<file path="src/hdl/lrast_pkg.sv">
// Shared constants and codes for the line rasterizer.
package lrast_pkg;

    localparam int COORD_BITS_DEF = 10;
    localparam int REG_W          = 11;
    localparam int CFG_IDX_W      = 2;

    localparam logic [REG_W-1:0] SCREEN_W_RST = 11'd240;
    localparam logic [REG_W-1:0] SCREEN_H_RST = 11'd320;

    localparam logic [CFG_IDX_W-1:0] CFG_SCREEN_WIDTH  = 2'd0;
    localparam logic [CFG_IDX_W-1:0] CFG_SCREEN_HEIGHT = 2'd1;

    localparam logic ACT_LOAD = 1'b0;
    localparam logic ACT_STEP = 1'b1;

    // two's complement step direction
    typedef enum logic [1:0] {
        DIR_NONE = 2'b00,
        DIR_POS  = 2'b01,
        DIR_NEG  = 2'b11
    } dir_t;

endpackage

</file>
<file path="src/hdl/line_rasterizer_unit.sv">
// Line rasterizer top level: incremental line point generator with stream ports.
//
//  channel   dir  handshake            payload
//  s_        in   s_tvalid/s_tready    tdata: x_start,y_start,x_end,y_end; tuser: action
//  m_        out  m_tvalid/m_tready    tdata: pixel_x,pixel_y; tuser: on_screen; tlast: last
//  cfg_      in   cfg_valid/cfg_ready  cfg_index, cfg_data (screen width / height)
//
// One word is accepted per clock while s_tready is high; a step word taken
// while a line is active yields its point in the next cycle from the output
// register, fed by the err/position update. Reset is synchronous on aresetn low and
// leaves the block idle with width 240, height 320. s_tready drops only while
// a point sits in the output register and m_tready is low. cfg_ready is always high.
module line_rasterizer_unit
    import lrast_pkg::*;
#(
    parameter int COORD_BITS = COORD_BITS_DEF
) (
    input  logic                          aclk,
    input  logic                          aresetn,
    input  logic                          s_tvalid,
    output logic                          s_tready,
    // x_start, y_start, x_end, y_end, zero fill
    input  logic [((4*COORD_BITS+7)/8)*8-1:0] s_tdata,
    // action
    input  logic                          s_tuser,
    output logic                          m_tvalid,
    input  logic                          m_tready,
    // pixel_x, pixel_y, zero fill
    output logic [((2*COORD_BITS+7)/8)*8-1:0] m_tdata,
    // on_screen
    output logic                          m_tuser,
    output logic                          m_tlast,
    input  logic                          cfg_valid,
    output logic                          cfg_ready,
    input  logic [CFG_IDX_W-1:0]          cfg_index,
    input  logic [REG_W-1:0]              cfg_data
);

    localparam int CB     = COORD_BITS;
    localparam int M_W    = ((2*CB+7)/8)*8;
    localparam int ERR_W  = CB + 1;
    localparam int CNT_W  = CB + 1;
    localparam int CMP_W  = (CB + 1 > REG_W) ? CB + 1 : REG_W;

    logic [REG_W-1:0] width_reg, height_reg;

    logic [CB-1:0]    cur_x_reg, cur_y_reg, cur_x_next, cur_y_next;
    logic [ERR_W-1:0] err_x_reg, err_y_reg, err_x_next, err_y_next;
    logic [CB-1:0]    abs_dx_reg, abs_dy_reg, abs_dx_next, abs_dy_next;
    logic [CB-1:0]    major_reg, major_next;
    dir_t             dir_x_reg, dir_y_reg, dir_x_next, dir_y_next;
    logic [CNT_W-1:0] left_reg, left_next;
    logic             active_reg, active_next;

    logic             m_valid_reg, m_valid_next;
    logic [CB-1:0]    px_reg, py_reg;
    logic             on_reg, last_reg;

    logic             s_accept, emit;
    logic [CB-1:0]    xs, ys, xe, ye;
    logic [ERR_W-1:0] sum_x, sum_y;
    logic             on_screen;

    assign s_tready  = !m_valid_reg || m_tready;
    assign s_accept  = s_tvalid && s_tready;
    assign emit      = s_accept && (s_tuser == ACT_STEP) && active_reg;
    assign cfg_ready = 1'b1;

    assign xs = s_tdata[CB-1:0];
    assign ys = s_tdata[2*CB-1:CB];
    assign xe = s_tdata[3*CB-1:2*CB];
    assign ye = s_tdata[4*CB-1:3*CB];

    assign on_screen = (CMP_W'(cur_x_reg) < CMP_W'(width_reg)) &&
                       (CMP_W'(cur_y_reg) < CMP_W'(height_reg));

    assign sum_x = err_x_reg + ERR_W'(abs_dx_reg);
    assign sum_y = err_y_reg + ERR_W'(abs_dy_reg);

    function automatic logic [CB-1:0] axis_move(input logic [CB-1:0] pos, input dir_t dir);
        logic [CB-1:0] res;
        case (dir)
            DIR_POS: res = pos + CB'(1);
            DIR_NEG: res = pos - CB'(1);
            default: res = pos;
        endcase
        return res;
    endfunction

    always_comb begin
        cur_x_next  = cur_x_reg;
        cur_y_next  = cur_y_reg;
        err_x_next  = err_x_reg;
        err_y_next  = err_y_reg;
        abs_dx_next = abs_dx_reg;
        abs_dy_next = abs_dy_reg;
        major_next  = major_reg;
        dir_x_next  = dir_x_reg;
        dir_y_next  = dir_y_reg;
        left_next   = left_reg;
        active_next = active_reg;

        if (s_accept && s_tuser == ACT_LOAD) begin
            if (xe > xs) begin
                abs_dx_next = xe - xs;
                dir_x_next  = DIR_POS;
            end else if (xe == xs) begin
                abs_dx_next = '0;
                dir_x_next  = DIR_NONE;
            end else begin
                abs_dx_next = xs - xe;
                dir_x_next  = DIR_NEG;
            end
            if (ye > ys) begin
                abs_dy_next = ye - ys;
                dir_y_next  = DIR_POS;
            end else if (ye == ys) begin
                abs_dy_next = '0;
                dir_y_next  = DIR_NONE;
            end else begin
                abs_dy_next = ys - ye;
                dir_y_next  = DIR_NEG;
            end
            major_next  = (abs_dx_next > abs_dy_next) ? abs_dx_next : abs_dy_next;
            cur_x_next  = xs;
            cur_y_next  = ys;
            err_x_next  = '0;
            err_y_next  = '0;
            left_next   = CNT_W'(major_next) + CNT_W'(2);
            active_next = 1'b1;
        end else if (emit) begin
            err_x_next = sum_x;
            err_y_next = sum_y;
            if (sum_x > ERR_W'(major_reg)) begin
                err_x_next = sum_x - ERR_W'(major_reg);
                cur_x_next = axis_move(cur_x_reg, dir_x_reg);
            end
            if (sum_y > ERR_W'(major_reg)) begin
                err_y_next = sum_y - ERR_W'(major_reg);
                cur_y_next = axis_move(cur_y_reg, dir_y_reg);
            end
            left_next = left_reg - CNT_W'(1);
            if (left_reg == CNT_W'(1))
                active_next = 1'b0;
        end
    end

    always_comb begin
        m_valid_next = m_valid_reg;
        if (emit)
            m_valid_next = 1'b1;
        else if (m_tready)
            m_valid_next = 1'b0;
    end

    always_ff @(posedge aclk) begin
        if (!aresetn) begin
            width_reg   <= SCREEN_W_RST;
            height_reg  <= SCREEN_H_RST;
            cur_x_reg   <= '0;
            cur_y_reg   <= '0;
            err_x_reg   <= '0;
            err_y_reg   <= '0;
            abs_dx_reg  <= '0;
            abs_dy_reg  <= '0;
            major_reg   <= '0;
            dir_x_reg   <= DIR_NONE;
            dir_y_reg   <= DIR_NONE;
            left_reg    <= '0;
            active_reg  <= 1'b0;
            m_valid_reg <= 1'b0;
        end else begin
            if (cfg_valid && cfg_ready) begin
                if (cfg_index == CFG_SCREEN_WIDTH)
                    width_reg <= cfg_data;
                else if (cfg_index == CFG_SCREEN_HEIGHT)
                    height_reg <= cfg_data;
            end
            cur_x_reg   <= cur_x_next;
            cur_y_reg   <= cur_y_next;
            err_x_reg   <= err_x_next;
            err_y_reg   <= err_y_next;
            abs_dx_reg  <= abs_dx_next;
            abs_dy_reg  <= abs_dy_next;
            major_reg   <= major_next;
            dir_x_reg   <= dir_x_next;
            dir_y_reg   <= dir_y_next;
            left_reg    <= left_next;
            active_reg  <= active_next;
            m_valid_reg <= m_valid_next;
        end
    end

    // output word payload, loaded only with a new point
    always_ff @(posedge aclk) begin
        if (emit) begin
            px_reg   <= cur_x_reg;
            py_reg   <= cur_y_reg;
            on_reg   <= on_screen;
            last_reg <= (left_reg == CNT_W'(1));
        end
    end

    assign m_tvalid = m_valid_reg;
    assign m_tdata  = M_W'({py_reg, px_reg});
    assign m_tuser  = on_reg;
    assign m_tlast  = last_reg;

    // error terms never exceed the major length between steps
    a_err_x_bound: assert property (@(posedge aclk) disable iff (!aresetn)
        err_x_reg <= ERR_W'(major_reg))
        else $error("err_x above major length");

    a_err_y_bound: assert property (@(posedge aclk) disable iff (!aresetn)
        err_y_reg <= ERR_W'(major_reg))
        else $error("err_y above major length");

    // point count is zero exactly when idle
    a_idle_count: assert property (@(posedge aclk) disable iff (!aresetn)
        active_reg == (left_reg != '0))
        else $error("point count out of step with active flag");

    // the point flagged last sends the block idle
    a_last_idle: assert property (@(posedge aclk) disable iff (!aresetn)
        (emit && left_reg == CNT_W'(1)) |=> (!active_reg && m_tvalid && m_tlast))
        else $error("last point did not end the line");

endmodule
</file>
<file path="config.mk">
export PLATFORM = sky130hd
export DESIGN_NAME = line_rasterizer_unit
export DESIGN_NICKNAME = d
export VERILOG_FILES = /design/src/hdl/lrast_pkg.sv /design/src/hdl/line_rasterizer_unit.sv
export SDC_FILE = /design/constraint.sdc
export NUM_CORES = 1
export LEC_CHECK = 0
export ABC_AREA = 1
export BUFFER_PORTS_ARGS = -buffer_cell sky130_fd_sc_hd__buf_2
export CAP_MARGIN = 20
export CORE_MARGIN = 2
export CORE_UTILIZATION = 59
export DETAILED_ROUTE_END_ITERATION = 10
export PLACE_DENSITY = 0.8
export SYNTH_ARGS = -nofsm -noshare
export SYNTH_HDL_FRONTEND = slang
export SYNTH_SLANG_ARGS = --single-unit
</file>
<file path="constraint.sdc">
create_clock -name aclk -period 6.8 [get_ports aclk]
set_input_delay 0.34 -clock aclk [delete_from_list [all_inputs] [get_ports aclk]]
set_output_delay 0.34 -clock aclk [all_outputs]
set_load 0.005 [all_outputs]
</file>
---- After elaboration in Yosys (flattened, before gate mapping) ----
Index checks and enable logic that the tools add are counted.
operators by class
  add/sub/neg operators ................... 14
  $lt $le $gt $ge ......................... 7
  equality and inequality tests ........... 8
  mux-type cells .......................... 28
  bitwise operators ....................... 3
  reductions and logical operators ........ 21
operators by type and width
  cell                     count
  $mux W10                 13
  $mux W11                 4
  $pmux W10 S2             2
  $sub A10 B10 Y10         4
  $gt A10 B10 Y1           3
  $add A11 B10 Y11         2
  $gt A11 B10 Y1           2
  $lt A10 B11 Y1           2
  $sub A11 B10 Y11         2
  $add A10 B1 Y10 const B  2
  $eq A10 B10 Y1           2
  $sub A10 B1 Y10 const B  2
  $add A10 B2 Y11 const B  1
  $eq A11 B1 Y1 const B    1
  $sub A11 B1 Y11 const B  1
  $reduce_bool A2 Y1       5
  $reduce_and A3 Y1        3
  $mux W2                  4
  $eq A2 B1 Y1 const B     3
  $reduce_bool A3 Y1       2
  $logic_and A1 B1 Y1      5
  $mux W1                  5
  $eq A2 B2 Y1 const B     2
  $reduce_and A2 Y1        2
  other kinds (5)          7
storage, ports and cells
  flip-flop bits (word level) ............. 133
  input port bits ......................... 59
  output and inout port bits .............. 29
  logic and storage cells ................. 99

---- Logic depth before layout (Yosys ltp) ----
  depth in word-level cells ............... 9
  depth in mapped cells ................... 35
  depth with buffers taken out ............ 34

---- Worst setup path after synthesis ----
No wires, ideal clock.
  path kind ............................... input-to-reg
  start ................................... in s_tdata[18]
  end ..................................... reg left_reg[5]
  arrival time ............................ 3.783 ns
  path slack .............................. 2.903 ns
  stages on the path ...................... 30
  cell sequence ........................... inv_1 -> ha_1 -> buf_4 -> nand2_2 -> inv_1 -> a21oi_2 -> nand3_2 -> nor2_1 -> inv_1 -> o22ai_1 -> inv_1 -> ha_1 -> nand4_1 -> inv_1 -> nand4_1 -> inv_1 -> nand4_1 -> nand2_1 -> inv_2 -> nand2_4 -> nand2_4 -> o21ai_1 -> inv_1 -> ha_1 -> nand2_1 -> nor2_4 -> nand2_1 -> nand2_1 -> o21bai_1 -> inv_1
between the ends
  cells in the longest elaborated chain, start to end .. 8
  elaborated cells on any way between the ends .. 11
ends and longest elaborated chain
  what                                                line                                                      text
  start: declaration                                  line_rasterizer_unit.sv:23                                input logic [((4*COORD_BITS+7)/8)*8-1:0] s_tdata,
  $sub A10 B10 Y10 or $eq A10 B10 Y1 (tied branches)  line_rasterizer_unit.sv:121, line_rasterizer_unit.sv:117
  $mux W10                                            line_rasterizer_unit.sv:117                               end else if (ye == ys) begin
  $mux W10 (*)                                        line_rasterizer_unit.sv:114                               if (ye > ys) begin
  $mux W10 (*)                                        line_rasterizer_unit.sv:103                               if (s_accept && s_tuser == ACT_LOAD) begin
  $gt A10 B10 Y1                                      line_rasterizer_unit.sv:124                               major_next = (abs_dx_next > abs_dy_next) ? abs_dx_next : abs_dy_next;
  $mux W10 (*)                                        line_rasterizer_unit.sv:124
  $add A10 B2 Y11 (*)                                 line_rasterizer_unit.sv:129                               left_next = CNT_W'(major_next) + CNT_W'(2);
  $mux W11 (*)                                        line_rasterizer_unit.sv:103
  end signal: assignment                              line_rasterizer_unit.sv:188                               left_reg <= left_next;
  end: declaration                                    line_rasterizer_unit.sv:52                                logic [CNT_W-1:0] left_reg, left_next;
Mark *: on every way between the ends. The rest lies on a longest branch, timed or not. The select of a mux whose other input is x is not followed.
A chain may end at the register's enable or synchronous reset.

---- Worst setup path after layout ----
  start ................................... reg err_y_reg[0]
  end ..................................... reg cur_y_reg[1]
between the ends
  cells in the longest elaborated chain, start to end .. 4
ends and longest elaborated chain
  what                                 line                         text
  start: declaration                   line_rasterizer_unit.sv:48   logic [ERR_W-1:0] err_x_reg, err_y_reg, err_x_next, err_y_next;
  start signal: assignment             line_rasterizer_unit.sv:182  err_y_reg <= err_y_next;
  $add A11 B10 Y11                     line_rasterizer_unit.sv:78   assign sum_y = err_y_reg + ERR_W'(abs_dy_reg);
  $gt A11 B10 Y1                       line_rasterizer_unit.sv:138  if (sum_y > ERR_W'(major_reg)) begin
  $reduce_bool A2 Y1 (no source line)  n/a
  $reduce_and A3 Y1 (no source line)   n/a
  end signal: assignment               line_rasterizer_unit.sv:180  cur_y_reg <= cur_y_next;
  end: declaration                     line_rasterizer_unit.sv:47   logic [CB-1:0] cur_x_reg, cur_y_reg, cur_x_next, cur_y_next;
No other way between the ends.

==> run summary <==
Postcts setup bufs - 0
Setup TNS - 0 ns
Pre-antenna DRT Iters - 5
Yosys reg bits - 133
Global-route wire length before repair - 44.8 mm
Top-count cell post-synth - nand2_1
Overall Global Routing Usage - 30.3%
Final setup viols - 0
Worst slew margin - 44.6%
Top_reg_cell synth - dfxtp_1
Post-CTS Resized - 0
Clock transition at path regs - 0.08 ns
PwrDens - 258 nW/um2
N_diodes - 0
Placement row count - 48
Htree depth - 4
Initial antenna violation count - 0
CTS tree - done
Clock Path Buffers - 2
Outcome - finished clean
VDD IR max - 195 uV
Top Ports - 88
Hold Crit Class - input pin to flip-flop
Tightest Pin Transition - 0.831 ns
Initial DRC count - 837
CORE AREA - 17400 um2
CP Max Fanout - 17
Synth top area cells - dfxtp_1 21%, ha_1 15%, nand2_1 9.6%
Die height - 138 um
Seq/Total Area, Yosys - 27.3%
Lkg Pwr - 5.94 nW
Yosys cell types - 52
Routability cong. - 0.889
Post-DP HPWL - 20.7 mm
Crit path max-delay family - simple AND/OR/NAND/NOR gates
Cell taking the most area after synthesis - dfxtp_1
Initial Utilization - 60.6%
Most used cell along the critical path - nand2_1
Antenna-violating nets left - 0
Total routed wirelength - 27.8 mm
Slowest cell delay on critical path - 0.48 ns
Full die area - 19000 um2
Die width - 138 um
Number of synthesized flops with an enable pin - 22
Final-report hold violation count - 0
Clock Sinks - 133
Largest net degree at the start of global routing - 57
DR vias - 9883
Post-DR wirelength/cell - 15.8 um
CP endpoint kind - flip-flop
# DRC - 0
Maxcap violations - 0
Area grow syn2layout - 11.0%
Worst-skew pair later-pin latency - 0.44 ns
Post-synth ARST share - 0%
Hold Buf Count CTS - 0
CTS root buf - clkbuf_16
WP data arrival - 4.79 ns
Filler instances - 1480
Top post-synthesis cells by count - 270 x nand2_1, 232 x inv_1, 132 x a21oi_1, 126 x o21ai_0, 124 x ha_1
CP Depth - 25
Hold depth - 3
Setup CP Type - flip-flop to flip-flop
Critical path startpoint category - flip-flop
Final core occ - 67.3%
Fin crit share - 65.7%
# nets final - 1720
Cells after Synth - 1462
Ys Warns - 0
Total power - 3.02 mW
Slew Viols, Final - 0
CP Data Required Time - 7.12 ns
Vias per std cell - 5.60
R2R depth - 25
Number of global-route vias before repair - 9232
Slowest cell on crit path - nand2_1
Overflow after GRT - 0
Crit path time final - 4.47 ns
PortBufs - 82
Buf/Inv on CP - 2
Synth top area share - 21.1%
Synth Area per Inst - 7.22 um2
Fmax achieved - 0.224 GHz
Cts bufs inserted - 17
Max Clock Skew - 0.0102 ns
Layout cells sized above 1 - 11.9%
Synth Cell Area - 10600 um2
RSZ-0062 raised after global routing - false
## worst min-delay path: cells and delay by family
family	cells	cell delay, ns
buf+inv	1	0.09
simple gates	1	0.05
compound gates	1	0.08
## kinds of logic (layout without fill, tap and decap cells)
group                      Yosys count  in the layout  share of synthesized area, %
buffers and inverters              287            362                          10.8
other                                2              5                        0.0712
AOI/OAI and AO/OA                  354            354                          18.9
xor gates and xnor gates            59             59                          4.90
adders and majority gates          134            134                          16.6
DFF                                133            133                          27.3
and+or+nand+nor                    493            493                          21.4
## final timing paths
path	slack, ns	startpoint	end
setup / recovery	2.33	err_y_reg[0]	cur_y_reg[1]
hold / removal	0.15	cfg_data[8]	height_reg[8]
setup reg to reg	2.33	err_y_reg[0]	cur_y_reg[1]
hold reg to reg	0.46	dir_y_reg[1]	dir_y_reg[1]
## per-stage QoR
step,instances,setup slack (ns),area (um2),hold slack (ns)
floorplan,1465,2.90,10600,0.425
global placement,1732,2.22,11100,0.441
detailed placement,1732,2.13,11100,0.448
CTS,1764,2.37,11700,0.142
global route,1765,1.89,11700,0.171
finish,1765,2.33,11700,0.154
## cell usage in the layout (no fill, tap or decap), types with 17 or more instances in the layout
cell type | netlist | layout
edfxtp_1 | 22 | 22
o21ai_0 | 126 | 126
xnor2_1 | 22 | 22
nand3_1 | 63 | 63
o211ai_1 | 21 | 21
nor2_1 | 87 | 85
a21oi_1 | 132 | 132
dfxtp_1 | 111 | 111
inv_1 | 232 | 232
xor2_1 | 37 | 37
ha_1 | 124 | 124
nand2_1 | 270 | 270
clkbuf_16 | 0 | 17
buf_2 | 7 | 82
## per-layer routing
| metal | share of wire, % | GRT usage, % | vias up | wire (um) |
|---|---|---|---|---|
| li1 | - | - | 4957 | - |
| met1 | 46 | 40.6 | 4520 | 12700 |
| met2 | 45 | 48.8 | 351 | 12600 |
| met3 | 6.5 | 6.11 | 55 | 1810 |
| met4 | 2.5 | 10.1 | 0 | 689 |
| met5 | 0 | 0 | - | 0 |
## report_power, final
group,switching (mW),internal [mW],total [mW]
combinational,0.786,0.401,1.19
clock,0.441,0.499,0.940
sequential,0.0372,0.853,0.890
total,1.26,1.75,3.02
## area by class of cell
type | count | area [um2] | share of cell area, %
clock inverter | 15 | 183 | 1.56
tap | 225 | 282 | 2.40
clock buffer | 17 | 425 | 3.63
sequential | 133 | 2880 | 24.6
inverter | 240 | 901 | 7.69
timing repair buffer | 90 | 490 | 4.19
multi-input combinational | 1045 | 6550 | 55.9
Note: power is estimated with default switching activity, not from simulation.
